[src/hdl/mdsc_pkg.sv]
// shared types, constants, helpers and microcode program for the magnetometer calibration core
package mdsc_pkg;

	localparam int STEP_W = 5;
	typedef logic [STEP_W-1:0] step_t;

	localparam step_t STEP_FIN = 5'd24;

	typedef logic [1:0] cmd_t;
	localparam cmd_t CMD_DECODE    = 2'd0;
	localparam cmd_t CMD_CALIBRATE = 2'd1;
	localparam cmd_t CMD_RESET     = 2'd2;

	typedef logic [1:0] reg_idx_t;
	localparam reg_idx_t REG_STEP_GAIN        = 2'd0;
	localparam reg_idx_t REG_START_RADIUS     = 2'd1;
	localparam reg_idx_t REG_DIVERGENCE_LIMIT = 2'd2;

	localparam logic [31:0] STEP_GAIN_RST        = 32'd0;
	localparam logic [30:0] START_RADIUS_RST     = 31'd655360;
	localparam logic [62:0] DIVERGENCE_LIMIT_RST = 63'h4000_0000_0000_0000;

	localparam logic [33:0] DELTA_CAP = 34'h2_0000_0000;

	typedef enum logic [2:0] {
		OP_NONE,
		OP_DEC,
		OP_MAG,
		OP_FCALC,
		OP_SCALC,
		OP_NUDGE,
		OP_FIN
	} op_t;

	typedef enum logic [2:0] {
		A_MAG,
		A_FLO,
		A_FHI,
		A_SLO,
		A_SHI
	} asel_t;

	typedef enum logic [1:0] {
		ACC_HOLD,
		ACC_LOAD,
		ACC_ADD,
		ACC_ADD_HI
	} acc_op_t;

	typedef struct packed {
		op_t         op;
		asel_t       a_sel;
		logic        b_gain;
		logic [1:0]  m_idx;
		logic [1:0]  n_idx;
		logic        mul_en;
		acc_op_t     acc;
		logic        jump;
		step_t       target;
	} ucode_t;

	typedef struct packed {
		logic   go;
		logic   start;
		ucode_t uc;
	} ctrl_t;

	typedef struct packed {
		logic signed [31:0] corrected_x;
		logic signed [31:0] corrected_y;
		logic signed [31:0] corrected_z;
		logic signed [63:0] fit_error;
		logic               data_nonzero;
		logic               calibration_was_reset;
	} result_t;

	function automatic logic signed [31:0] sat32(input logic signed [35:0] v);
		if (v > 36'sd2147483647) begin
			return 32'sh7FFF_FFFF;
		end else if (v < -36'sd2147483648) begin
			return 32'sh8000_0000;
		end
		return $signed(v[31:0]);
	endfunction

	function automatic logic [31:0] mag32(input logic signed [31:0] v);
		logic [31:0] u;
		u = $unsigned(v);
		return u[31] ? (~u + 32'd1) : u;
	endfunction

	function automatic ucode_t uw(input op_t op, input asel_t a_sel, input logic b_gain,
			input logic [1:0] m_idx, input logic [1:0] n_idx, input logic mul_en,
			input acc_op_t acc, input logic jump, input step_t target);
		ucode_t w;
		w.op     = op;
		w.a_sel  = a_sel;
		w.b_gain = b_gain;
		w.m_idx  = m_idx;
		w.n_idx  = n_idx;
		w.mul_en = mul_en;
		w.acc    = acc;
		w.jump   = jump;
		w.target = target;
		return w;
	endfunction

	// control program: decode, magnitudes, squares, error, step size, four nudges, finish
	function automatic ucode_t ucode(input step_t s);
		ucode_t w;
		unique case (s)
			5'd0:  w = uw(OP_DEC,    A_MAG, 1'b0, 2'd0, 2'd0, 1'b0, ACC_HOLD,   1'b0, '0);
			5'd1:  w = uw(OP_MAG,    A_MAG, 1'b0, 2'd0, 2'd0, 1'b0, ACC_HOLD,   1'b1, STEP_FIN);
			5'd2:  w = uw(OP_NONE,   A_MAG, 1'b0, 2'd0, 2'd0, 1'b1, ACC_HOLD,   1'b0, '0);
			5'd3:  w = uw(OP_NONE,   A_MAG, 1'b0, 2'd1, 2'd0, 1'b1, ACC_LOAD,   1'b0, '0);
			5'd4:  w = uw(OP_NONE,   A_MAG, 1'b0, 2'd2, 2'd0, 1'b1, ACC_ADD,    1'b0, '0);
			5'd5:  w = uw(OP_NONE,   A_MAG, 1'b0, 2'd3, 2'd0, 1'b1, ACC_ADD,    1'b0, '0);
			5'd6:  w = uw(OP_FCALC,  A_MAG, 1'b0, 2'd0, 2'd0, 1'b0, ACC_HOLD,   1'b0, '0);
			5'd7:  w = uw(OP_NONE,   A_FLO, 1'b1, 2'd0, 2'd0, 1'b1, ACC_HOLD,   1'b0, '0);
			5'd8:  w = uw(OP_NONE,   A_FHI, 1'b1, 2'd0, 2'd0, 1'b1, ACC_LOAD,   1'b0, '0);
			5'd9:  w = uw(OP_NONE,   A_MAG, 1'b0, 2'd0, 2'd0, 1'b0, ACC_ADD_HI, 1'b0, '0);
			5'd10: w = uw(OP_SCALC,  A_MAG, 1'b0, 2'd0, 2'd0, 1'b0, ACC_HOLD,   1'b0, '0);
			5'd11: w = uw(OP_NONE,   A_SLO, 1'b0, 2'd0, 2'd0, 1'b1, ACC_HOLD,   1'b0, '0);
			5'd12: w = uw(OP_NONE,   A_SHI, 1'b0, 2'd0, 2'd0, 1'b1, ACC_LOAD,   1'b0, '0);
			5'd13: w = uw(OP_NONE,   A_MAG, 1'b0, 2'd0, 2'd0, 1'b0, ACC_ADD_HI, 1'b0, '0);
			5'd14: w = uw(OP_NUDGE,  A_SLO, 1'b0, 2'd1, 2'd0, 1'b1, ACC_HOLD,   1'b0, '0);
			5'd15: w = uw(OP_NONE,   A_SHI, 1'b0, 2'd1, 2'd0, 1'b1, ACC_LOAD,   1'b0, '0);
			5'd16: w = uw(OP_NONE,   A_MAG, 1'b0, 2'd0, 2'd0, 1'b0, ACC_ADD_HI, 1'b0, '0);
			5'd17: w = uw(OP_NUDGE,  A_SLO, 1'b0, 2'd2, 2'd1, 1'b1, ACC_HOLD,   1'b0, '0);
			5'd18: w = uw(OP_NONE,   A_SHI, 1'b0, 2'd2, 2'd0, 1'b1, ACC_LOAD,   1'b0, '0);
			5'd19: w = uw(OP_NONE,   A_MAG, 1'b0, 2'd0, 2'd0, 1'b0, ACC_ADD_HI, 1'b0, '0);
			5'd20: w = uw(OP_NUDGE,  A_SLO, 1'b0, 2'd3, 2'd2, 1'b1, ACC_HOLD,   1'b0, '0);
			5'd21: w = uw(OP_NONE,   A_SHI, 1'b0, 2'd3, 2'd0, 1'b1, ACC_LOAD,   1'b0, '0);
			5'd22: w = uw(OP_NONE,   A_MAG, 1'b0, 2'd0, 2'd0, 1'b0, ACC_ADD_HI, 1'b0, '0);
			5'd23: w = uw(OP_NUDGE,  A_MAG, 1'b0, 2'd0, 2'd3, 1'b0, ACC_HOLD,   1'b0, '0);
			default: w = uw(OP_FIN,  A_MAG, 1'b0, 2'd0, 2'd0, 1'b0, ACC_HOLD,   1'b0, '0);
		endcase
		return w;
	endfunction

endpackage

[src/hdl/mdsc_seq.sv]
// microcode sequencer: step counter, program lookup and conditional jump
module mdsc_seq (
	input  logic           clk,
	input  logic           arst_n,
	input  logic           start,
	input  logic           calibrate,
	input  logic           slot_free,
	output logic           busy,
	output mdsc_pkg::ctrl_t ctrl
);
	import mdsc_pkg::*;

	logic   busy_q;
	step_t  step_q;
	ucode_t uc;
	logic   hold;
	logic   go;

	always_comb begin
		uc   = ucode(step_q);
		hold = (uc.op == OP_FIN) && !slot_free;
		go   = busy_q && !hold;
	end

	assign busy       = busy_q;
	assign ctrl.go    = go;
	assign ctrl.start = start;
	assign ctrl.uc    = uc;

	always_ff @(posedge clk or negedge arst_n) begin
		if (!arst_n) begin
			busy_q <= 1'b0;
			step_q <= '0;
		end else if (!busy_q) begin
			if (start) begin
				busy_q <= 1'b1;
				step_q <= '0;
			end
		end else if (go) begin
			priority if (uc.op == OP_FIN) begin
				busy_q <= 1'b0;
			end else if (uc.jump && !calibrate) begin
				step_q <= uc.target;
			end else begin
				step_q <= step_q + step_t'(1);
			end
		end
	end

endmodule

[config.mk]
export PLATFORM = sky130hd
export DESIGN_NAME = mdsc_seq
export DESIGN_NICKNAME = d
export VERILOG_FILES = /design/src/hdl/mdsc_pkg.sv /design/src/hdl/mdsc_seq.sv
export SDC_FILE = /design/constraint.sdc
export NUM_CORES = 1
export LEC_CHECK = 0
export ABC_AREA = 1
export BUFFER_PORTS_ARGS = -buffer_cell sky130_fd_sc_hd__buf_4
export CAP_MARGIN = 20
export CORE_MARGIN = 2
export CORE_UTILIZATION = 44
export CTS_CLUSTER_SIZE = 12
export DETAILED_ROUTE_END_ITERATION = 8
export PLACE_DENSITY = 0.75
export SYNTH_ARGS = -nofsm -noshare
export SYNTH_HDL_FRONTEND = slang
export SYNTH_SLANG_ARGS = --single-unit
[constraint.sdc]
create_clock -name clk -period 1.5 [get_ports clk]
set_input_delay 0 -clock clk [delete_from_list [all_inputs] [get_ports clk]]
set_output_delay 0 -clock clk [all_outputs]
set_load 0.005 [all_outputs]
Word level (Yosys, flattened, before mapping):

Memory sizes are Yosys's and may differ from the RTL's.
Cells that the tools add are included.

* $add $sub $neg: 1
* eq/ne operators: 3
* multiplexer cells: 9
* reductions and logical operators: 8

Operator list (count)
* $mux W5: 5
* $add A5 B1 Y5 const B: 1
* $mux W1: 4
* $eq A3 B3 Y1 const B: 1
* $logic_and A1 B1 Y1: 3
* $logic_not A1 Y1: 3
* $reduce_and A3 Y1: 1
* $ne A2 B1 Y1 const B: 1
* $ne A2 B2 Y1 const B: 1
* $reduce_bool A2 Y1: 1

* register bits: 6
* bits in read-only memories: 544
* word-level logic and storage cells: 24
* memories: 1

Memories
* (no name shown): words 32, width 17, read ports 1, clocked after Yosys merged registers in 0, wr ports 0, RTL line mdsc_pkg.sv:111 `unique case (s)`

Logic depth before layout (Yosys ltp):

An unclocked memory read counts as a cell.

* depth in word-level cells: 7
* depth in mapped cells: 8
* depth with buffers taken out: 8

Least setup slack after synthesis:

No wires, ideal clock.

* path kind: reg2reg
* start: register step_q[1]
* end: register step_q[2]
* setup time: 0.122 ns
* arrival time: 1.326 ns
* required time: 1.378 ns
* slack: 0.052 ns
* cell stages (with the launch flop): 8
* path buffers: 0
* cell sequence: dfrtp_1 inv_1 ha_1 inv_1 nor2_1 nand3_1 nand3_1 o21ai_1

* word-level cells in the longest chain between the ends: 7
* elaborated cells between the ends (all ways): 14

RTL lines
* start, declared: RTL line mdsc_seq.sv:14 `step_t step_q;`
* start signal, assigned: RTL line mdsc_seq.sv:43 `step_q <= uc.target;`
* start signal, assigned: RTL line mdsc_seq.sv:45 `step_q <= step_q + step_t'(1);`
* $mem_v2 Z32 W17
* $eq A3 B3 Y1: RTL line mdsc_seq.sv:21, mdsc_seq.sv:40
* $logic_and A1 B1 Y1: RTL line mdsc_seq.sv:21 `hold = (uc.op == OP_FIN) && !slot_free;`
* $logic_not A1 Y1: RTL line mdsc_seq.sv:22 `go = busy_q && !hold;`
* $logic_and A1 B1 Y1: RTL line mdsc_seq.sv:22
* $ne A2 B1 Y1 (no line)
* $reduce_and A3 Y1 (no line)

Parallel ways exist; a longest one is shown, timed or not. The select of a mux whose other input is x is not followed.
A chain may end at the register's enable or synchronous reset.

==> results.ini <==
[run_status]
outcome = finished, violations left
failed_checks = setup timing

[synthesis]
netlist_instances = 134
yosysMostFrequentCell = nand2_1
postSynth.asyncResetShare_pct = 100
synth_commonest_cells = 45 x nand2_1, 18 x nand3_1, 12 x inv_1
synth_enable_flop_cells = 0
synth.lib_cells_used.distinct = 20
synthesis.area_sq_um = 811
yosys_warnings = 0
yosysTopAreaCellShare_pct = 20.8
synth-seq-area-share_pct = 18.5
syn_area_per_cell_sq_um = 6.05
synth_flop_cell = dfrtp_1
synth_top_cells_by_area = nand2_1 21%, dfrtp_1 19%, ha_1 12%
yosys_register_bits = 6
synth_area_leader_cell = nand2_1

[global_route]
first_global_vias = 869
globalRouteTotalUtil_pct = 22.6
grt_overflow_total = 0
grt_max_degree = 14
grt_pass1_wl_um = 3600
grt_antenna_before_repair = 0

[timing]
fmax_ghz = 0.659
rsz_0062_raised_after_global_routing = yes
post-route-period-util_pct = 101
finalSetupViolCount = 2
final_critical_path_setup_slack_ns = -0.0177
timing_max_transition_violations_final = 0
clock_skew_ns = 0.000283
timing_hold_violations_final = 0
worst_hold_slack_ns = 0.0184
layout_min_cycle_time_ns = 1.52

[placement]
worst_case_setup_slack_after_placement_ns = 0.0160
port-buffer-count = 24
dp.final_hpwl_um = 1720
place.gp.congestion = 0.932
detailed_place.area_sq_um = 1040

[power_and_ir_drop]
share_clk_of_total_power_pct = 4.2
net-switching-power_mw = 1.62
irDropWorstVdd_mv = 1.42
power.internal_mw = 1.67
power.leakage_nw = 0.697
p_seq_share_pct = 14.2
pwr_density_cell_nw_per_um2 = 2510
switching_share_pct = 49.3
combinationalPowerShare_pct = 81.6

[route]
ant_nets = 0
drt_iter0_markers = 25
drt_wl_total_um = 2380
dr_total_vias = 997
post_drt_via_cell_ratio = 5.06
drt_pre_antenna_iters = 4
drc = 0
routed_wire_length_per_instance_um = 12.1

[cts]
cts-buffers-inserted = 3
worstSkewPairLatency_ns = 0.24
root_buffer = clkbuf_4
clk_sinks = 6
clk_pin_slew_ns = 0.04
cts.path.max_buffers = 2
cts_tree = done
htreeDepth = 1

[layout]
num_antenna_cells = 0
design_area_sq_um = 1310
drive_above_1_share_pct = 48.3
area.growth.synth_to_final_pct = 61.6
layout.core_utilization_pct = 75.9
num-nets-final = 187

[critical_path]
path_cells = inv_4, ha_4, inv_4, nand2_4, o21ai_2, nand2_1, nand3_2, buf_6
worst_setup_path_end_kind = primary output
timing.critical_path.from_type = flip-flop
crit_path_top_delay_cell = dfrtp_2
cp.required_ns = 1.50
timing.critical_path.mode_cell = inv_4
cp_data_arrival_time_ns = 1.52
timing.critical_path.slowest_cell_delay_ns = 0.45
timing.setup.critical_path_class = flip-flop to primary output
crit_fanout = 5

[floorplan]
die_w_um = 46.9
i_o_pins = 28
floorplan.core_area_sq_um = 1730
floorplan.die.height_um = 46.9
placementRows = 15
dieArea_sq_um = 2200
initial_core_util_pct = 47.0

[min_path]
worstHoldPathType = input port to flip-flop

[flow_run]
max_cap_viol_count = 0

[repair_timing]
item / in CTS / in global routing
resized for setup: 24 / 30
pin swaps: 3 / 9
setup endpoints to repair: 16 / 16
setup buffers: 1 / 6
hold buffers: 1 / 0
endpoints found under the hold margin: 6 / 0
[cell usage in the layout (no fill, tap or decap)]
cell type | synthesis | final
nor2_4 | 1 | 3
nand2_2 | 1 | 4
nand2_1 | 45 | 38
nor2_2 | 2 | 1
dfrtp_1 | 6 | 1
o21ai_1 | 1 | 3
a21oi_1 | 2 | 1
nand4_1 | 5 | 5
nand3_1 | 18 | 15
conb_1 | 1 | 3
nand3_2 | 0 | 3
a21oi_2 | 0 | 1
o211ai_1 | 3 | 3
buf_6 | 0 | 5
buf_4 | 8 | 37
a21boi_1 | 0 | 1
nor2_1 | 8 | 7
dlygate4sd3_1 | 0 | 1
o21ai_2 | 0 | 1
nand2_4 | 0 | 4
inv_1 | 12 | 6
o21ai_0 | 5 | 2
inv_2 | 4 | 6
ha_4 | 0 | 6
ha_1 | 8 | 2
clkbuf_4 | 0 | 3
o22ai_1 | 1 | 1
inv_4 | 0 | 4
dfrtp_2 | 0 | 5
[kinds of logic after synthesis]
family / Yosys count / synth area share [%]
DFF: 6 / 18.5
and+or+nand+nor: 80 / 43.2
other: 1 / 0.463
adders and majority gates: 8 / 12.3
buffers and inverters: 26 / 16.0
AOI/OAI and AO/OA: 13 / 9.41
[metrics by stage]
step,TNS [ns],power (mW),instances
after global routing,-0.668,3.61,197
after CTS,-0.133,2.80,191
after global placement,0,2.39,186
after floorplan,0,1.57,136
final,-0.0219,3.29,197
after detailed placement,0,2.42,186
[metal layers]
metal	share of wire, %	vias to the layer above	GRT usage [%]
li1	-	503	-
met4	1.3	0	6.11
met1	38	446	26.8
met2	53	43	41.9
met5	0	-	0
met3	7.5	5	3.46
[critical path: cells and delay by family (launching register included)]
family | cells | cell delay (ns)
buffers and inverters | 3 | 0.26
adders and majority gates | 1 | 0.29
DFF | 1 | 0.45
AOI/OAI and AO/OA | 1 | 0.05
and+or+nand+nor | 3 | 0.24
[final timing paths]
| check | to | depth (start not counted) | start | slack [ns] |
|---|---|---|---|---|
| min in group asynchronous | step_q[4] | 2 | arst_n | 0.12 |
| worst min-delay path | busy | 2 | slot_free | 0.02 |
| max in group asynchronous | step_q[0] | 2 | arst_n | 1.26 |
| worst max-delay path | ctrl[8] | 8 | step_q[0] | -0.02 |
| worst min register to register | step_q[1] | 2 | step_q[1] | 0.65 |
| worst max register to register | step_q[0] | 7 | step_q[1] | 0.13 |
[area by class of cell]
cell class | instances | area, sq um
fill | 122 | 417
sequential | 6 | 156
timing repair buffer | 43 | 344
tap | 25 | 31.3
multi-input combinational | 104 | 686
inverter | 16 | 70.1
clock buffer | 3 | 22.5
[power groups by stage]
| stage | clock network, mW | logic [mW] | registers, mW |
|---|---|---|---|
| after floorplan | 0 | 1.22 | 0.348 |
| after global placement | 0 | 1.97 | 0.412 |
| after detailed placement | 0 | 2.01 | 0.416 |
| after CTS | 0.148 | 2.18 | 0.466 |
| after global routing | 0.151 | 2.98 | 0.479 |
| final | 0.139 | 2.69 | 0.466 |
[registers in the layout, indices dropped and copies added, names as in the netlist]
register,count
busy,1
step_q,5
(Power assumes the default switching activity.)
